==> config.mk <==
export PLATFORM = sky130hd
export DESIGN_NAME = bts_sample
export DESIGN_NICKNAME = d
export VERILOG_FILES = /design/src/design/bts_pkg.sv /design/src/design/bts_sample.sv
export SDC_FILE = /design/constraint.sdc
export NUM_CORES = 2
export LEC_CHECK = 0
export BUFFER_PORTS_ARGS = -buffer_cell sky130_fd_sc_hd__buf_2
export CORE_MARGIN = 2
export CORE_UTILIZATION = 40
export CTS_CLUSTER_SIZE = 8
export DETAILED_ROUTE_END_ITERATION = 16
export PLACE_DENSITY = 0.58
export SYNTH_ARGS = -nofsm -noshare
export SYNTH_HDL_FRONTEND = slang
export SYNTH_SLANG_ARGS = --single-unit
==> constraint.sdc <==
create_clock -name clk -period 19.34 [get_ports clk]
set_clock_uncertainty 0.1 [all_clocks]
set_input_delay 3.868 -clock clk [delete_from_list [all_inputs] [get_ports clk]]
set_output_delay 3.868 -clock clk [all_outputs]
set_load 0.02 [all_outputs]
==> src/design/bts_pkg.sv <==
// ----------------------------------------------------------------------------
// bts_pkg
// Shared types and constants for the bilinear texture sampler.
// ----------------------------------------------------------------------------
`default_nettype none

package bts_pkg;

    localparam int unsigned TEXEL_W = 24;
    localparam int unsigned COORD_W = 17;
    localparam int unsigned FRAC_W  = 16;
    localparam int unsigned CHAN_W  = 8;
    localparam int unsigned OUT_W   = 24;
    localparam int unsigned SIZE_W  = 9;
    localparam int unsigned ADDR_W  = 16;
    localparam int unsigned CFG_W   = 9;

    // largest usable texture; larger size registers are clamped to these
    localparam int unsigned MAX_WIDTH  = 256;
    localparam int unsigned MAX_HEIGHT = 256;

    typedef enum logic [0:0] {
        CMD_WRITE  = 1'b0,
        CMD_SAMPLE = 1'b1
    } cmd_t;

    typedef enum logic [0:0] {
        REG_TEX_WIDTH  = 1'b0,
        REG_TEX_HEIGHT = 1'b1
    } reg_idx_t;

endpackage

`default_nettype wire

==> src/design/bts_sample.sv <==
// ----------------------------------------------------------------------------
// bts_sample
// Address and weight front end: clamps u,v, scales by size-1, splits cell
// and fraction, forms four neighbor addresses with in-range flags and four
// 1.32 weights. Three register stages, advanced by one enable.
// ----------------------------------------------------------------------------
`default_nettype none

module bts_sample
    import bts_pkg::*;
(
    input  wire logic               clk,
    input  wire logic               rst_n,
    input  wire logic               adv,
    input  wire logic               in_valid,
    input  wire logic [SIZE_W-1:0]  tex_width,
    input  wire logic [SIZE_W-1:0]  tex_height,
    input  wire logic [COORD_W-1:0] coord_u,
    input  wire logic [COORD_W-1:0] coord_v,
    output logic                    out_valid,
    output logic                    out_empty,
    output logic [3:0]              out_inb,
    output logic [ADDR_W-1:0]       out_addr [4],
    output logic [32:0]             out_wt [4]
);

    localparam logic [COORD_W-1:0] ONE = COORD_W'(1 << FRAC_W);

    // stage 1: clamp and scale
    logic [SIZE_W-1:0]  w_eff, h_eff;
    logic [COORD_W-1:0] u_c, v_c;
    logic               s1_valid_reg;
    logic               s1_empty_reg;
    logic [SIZE_W-1:0]  s1_w_reg, s1_h_reg;
    logic [25:0]        s1_px_reg, s1_py_reg;

    assign w_eff = (tex_width  > SIZE_W'(MAX_WIDTH))  ? SIZE_W'(MAX_WIDTH)  : tex_width;
    assign h_eff = (tex_height > SIZE_W'(MAX_HEIGHT)) ? SIZE_W'(MAX_HEIGHT) : tex_height;
    assign u_c   = (coord_u > ONE) ? ONE : coord_u;
    assign v_c   = (coord_v > ONE) ? ONE : coord_v;

    always_ff @(posedge clk or negedge rst_n)
    begin
        if (!rst_n)
        begin
            s1_valid_reg <= 1'b0;
        end
        else if (adv)
        begin
            s1_valid_reg <= in_valid;
        end
    end

    always_ff @(posedge clk)
    begin
        if (adv)
        begin
            s1_empty_reg <= (w_eff == '0) || (h_eff == '0);
            s1_w_reg     <= w_eff;
            s1_h_reg     <= h_eff;
            s1_px_reg    <= 26'(u_c * (w_eff - SIZE_W'(1)));
            s1_py_reg    <= 26'(v_c * (h_eff - SIZE_W'(1)));
        end
    end

    // stage 2: neighbors, address multiply, weight factors
    logic [9:0]  cx, cy, cx1, cy1;
    logic [16:0] fx, fy, gx, gy;
    logic        s2_valid_reg, s2_empty_reg;
    logic [3:0]  s2_inb_reg;
    logic [17:0] s2_base0_reg, s2_base1_reg;
    logic [9:0]  s2_cx_reg;
    logic [16:0] s2_fx_reg, s2_fy_reg, s2_gx_reg, s2_gy_reg;
    logic        xin0, xin1, yin0, yin1;

    assign cx  = s1_px_reg[25:FRAC_W];
    assign cy  = s1_py_reg[25:FRAC_W];
    assign cx1 = cx + 10'd1;
    assign cy1 = cy + 10'd1;
    assign fx  = {1'b0, s1_px_reg[FRAC_W-1:0]};
    assign fy  = {1'b0, s1_py_reg[FRAC_W-1:0]};
    assign gx  = ONE - fx;
    assign gy  = ONE - fy;
    assign xin0 = cx  < {1'b0, s1_w_reg};
    assign xin1 = cx1 < {1'b0, s1_w_reg};
    assign yin0 = cy  < {1'b0, s1_h_reg};
    assign yin1 = cy1 < {1'b0, s1_h_reg};

    always_ff @(posedge clk or negedge rst_n)
    begin
        if (!rst_n)
        begin
            s2_valid_reg <= 1'b0;
        end
        else if (adv)
        begin
            s2_valid_reg <= s1_valid_reg;
        end
    end

    always_ff @(posedge clk)
    begin
        if (adv)
        begin
            s2_empty_reg <= s1_empty_reg;
            s2_inb_reg   <= {xin1 & yin1, xin0 & yin1, xin1 & yin0, xin0 & yin0};
            s2_base0_reg <= 18'(cy  * s1_w_reg);
            s2_base1_reg <= 18'(cy1 * s1_w_reg);
            s2_cx_reg    <= cx;
            s2_fx_reg    <= fx;
            s2_fy_reg    <= fy;
            s2_gx_reg    <= gx;
            s2_gy_reg    <= gy;
        end
    end

    // stage 3: addresses and weights
    logic [18:0] a [4];
    logic        s3_valid_reg;

    assign a[0] = 19'(s2_base0_reg) + 19'(s2_cx_reg);
    assign a[1] = 19'(s2_base0_reg) + 19'(s2_cx_reg) + 19'd1;
    assign a[2] = 19'(s2_base1_reg) + 19'(s2_cx_reg);
    assign a[3] = 19'(s2_base1_reg) + 19'(s2_cx_reg) + 19'd1;

    always_ff @(posedge clk or negedge rst_n)
    begin
        if (!rst_n)
        begin
            s3_valid_reg <= 1'b0;
        end
        else if (adv)
        begin
            s3_valid_reg <= s2_valid_reg;
        end
    end

    always_ff @(posedge clk)
    begin
        if (adv)
        begin
            out_empty <= s2_empty_reg;
            for (int k = 0; k < 4; k++)
            begin
                out_inb[k]  <= s2_inb_reg[k] && (a[k][18:ADDR_W] == '0);
                out_addr[k] <= a[k][ADDR_W-1:0];
            end
            out_wt[0] <= 33'(s2_gx_reg * s2_gy_reg);
            out_wt[1] <= 33'(s2_fx_reg * s2_gy_reg);
            out_wt[2] <= 33'(s2_gx_reg * s2_fy_reg);
            out_wt[3] <= 33'(s2_fx_reg * s2_fy_reg);
        end
    end

    assign out_valid = s3_valid_reg;

endmodule

`default_nettype wire

==> results.yml <==
sta:
  rsz0062_at_grt: "no"
  final.setup.tns_ns: 0
  slew_violations: 0
  clock.fmax_ghz: 0.0871
  timing_hold_violations_final: 0
  setup_viol: 0
  slew-limit-headroom_pct: 13.9
  worstMarginPinSlew_ns: 1.28
  min_period_ns: 11.48
  fin_crit_sh_pct: 59.3
die:
  coreArea_um2: 167000
  die_area_um2: 171000
  rows: 150
  fp.dieH_um: 413
  chipWidth_um: 413
  start_util_pct: 40.1
  io_pins: 258
logic_synthesis:
  yosysSeqAreaShare_pct: 17.3
  synth_ff_type: "edfxtp_1"
  ys_seq_elements: 386
  ys_types: 77
  synth_area_um2: 66900
  synthMuxAreaShare_pct: 0.112
  synthTopCellsByCount: "inv_1, fa_1, nand2_1, ha_1, and2_1"
  synth-compound-area-share_pct: 4.93
  yosys.area_share.simple_pct: 15.1
  synth-edff-count: 383
  async_reset_ff_share_pct: 0.777
  avgSynthCellArea_um2: 9.52
  synth_adder_area_share_pct: 48.5
  syn-num-nets: 8968
  synth_top_area_cell: "fa_1"
  synth_warnings: 0
  synthXorXnorAreaFrac_pct: 3.98
  synth_top_family_by_area: "adder cells"
  yosys-top-cells-area: "fa_1, edfxtp_1, ha_1"
  synth_top_area_share_pct: 35.5
  synthCells: 7031
  post-synth-top-count-cell: "inv_1"
cells_and_area:
  final.fill_count: 16300
  area_growth_syn_to_layout_pct: 8.07
  fin_nets: 9101
  drive_gt1_share_pct: 6.31
  regMostFlops: "out_wt"
  reg.largest.list: "out_wt: 128 flops, out_addr: 64 flops"
  largest_register_ffs: 128
drt:
  wl_per_cell_um: 18.3
  wirelength_mm: 172
  ant_nets: 0
  drt-initial-drc-count: 2660
  first_pass_iters: 6
  vias: 47400
  viasPerCell: 5.06
  drc: 0
placed_design:
  dpl.hpwl_mm: 132
  numPortBuffers: 256
  gp_congestion: 0.883
run_status:
  outcome: "complete, no violations"
flow_run:
  cap_viol_max_count: 0
worst_hold_path:
  hp-class: "register to register"
  holdPathStages: 0
  hold_path_end: "s2_empty_reg"
  min_from: "s1_empty_reg"
critical_path:
  end_kind: "register"
  reg2reg_from: "s2_gy_reg[5]"
  crit_arrival_ns: 11.84
  path_buf_inv: 7
  path_delay_family: "adder cells"
  slowest_delay_ns: 0.82
  start_kind: "primary input"
  crit_path_max_fanout: 18
  ff2ff_setup_slack_ns: 11.77
  path_class: "primary input to register"
  required_ns: 19.70
  slowest_stage: "o311ai_0"
  r2r_cells: 23
  rr_endpoint: "out_wt[125]"
clock_tree:
  clk_path_buf_depth: 3
  cts_setup_buffers: 0
  ctsHoldBuffers: 0
  clk_latency_ns: 0.71
  clkTransAtPathRegs_ns: 0.05
  cts_sinks: 386
  cts-root-buf: "clkbuf_16"
  htree_levels: 2
  numCtsBuffers: 58
  ctsResizeCount: 0
  cts_tree: "yes"
global_route:
  grt_max_degree: 81
  grt_overflow: 0
  grt_pass1_vias: 49700
  grt_usage_pct: 20.6
  antenna_found_initial: 3
  grt_pass1_wl_mm: 276
==> routing by layer <==
metal	vias to the layer above	share of wire, %	GRT usage, %
met2	1267	49	35.3
met1	24200	43	27.5
li1	21700	-	-
met3	236	5.2	2.65
met4	2	3.0	5.52
met5	-	0.0070	0
==> cells by family (layout without fill, tap and decap cells) <==
logic type	after synthesis	count (layout)
fa+ha+maj	1881	1881
simple gates	2150	2150
compound gates	510	510
flops	386	386
mux	7	7
xor+xnor	303	303
other cells	1	3
buf+inv	1793	1940
==> metrics by stage <==
stage                     util (%)  cell area (um^2)  std cells  hold WS, ns  worst slack (ns)
final                         43.4             72300       9384        0.311              7.86
after global routing          43.4             72300       9382        0.321              7.41
after CTS                     43.4             72300       9382        0.316              7.98
after detailed placement      42.4             70600       9308        0.316              7.23
after global placement        42.4             70600       9308        0.304              7.34
after floorplan                  -             66900       7031        0.300              8.80
==> cell type report <==
class | instances | area [um^2] | area share (%)
clock buffer | 62 | 1470 | 2.03
sequential | 386 | 11600 | 16.0
tap | 2204 | 2760 | 3.81
timing repair buffer | 350 | 2000 | 2.76
clock inverter | 12 | 205 | 0.284
multi-input combinational | 4852 | 48600 | 67.2
inverter | 1516 | 5690 | 7.87
antenna | 2 | 5.00 | 0.00692
==> layout by cell type, fill, tap and decap left out, types with 6 or more instances in the layout <==
cell,count
a211oi_1,19
a21boi_0,7
a21o_1,76
a21oi_1,151
a311oi_1,6
a31oi_1,17
and2_1,489
and3_1,37
buf_2,255
buf_4,94
clkbuf_16,58
edfxtp_1,383
fa_1,1185
ha_1,696
inv_1,1515
nand2_1,1035
nand2b_1,68
nand3_1,66
nand3b_1,6
nand4_1,12
nor2_1,274
nor2b_1,39
nor3_1,38
nor3b_1,7
nor4_1,19
o211ai_1,8
o21a_1,15
o21ai_0,100
o21bai_1,33
o31a_1,7
o31ai_1,14
or2_2,14
or3_1,21
or4_1,7
xnor2_1,213
xor2_1,86
==> worst max path at each step <==
| stage | start | end | slack [ns] | cells after the start |
|---|---|---|---|---|
| finish | tex_height[8] | s1_py_reg[24] | 7.86 | 27 |
| global route | tex_height[8] | s1_py_reg[24] | 7.41 | 27 |
| CTS | tex_height[8] | s1_py_reg[24] | 7.98 | 27 |
| detailed placement | tex_height[8] | s1_py_reg[24] | 7.23 | 27 |
| global placement | tex_height[8] | s1_py_reg[24] | 7.34 | 27 |
| floorplan | tex_height[8] | s1_py_reg[25] | 8.80 | 29 |
Power is not shown: default switching activity piles up to over one toggle a cycle in this logic, so the estimate is an artifact.
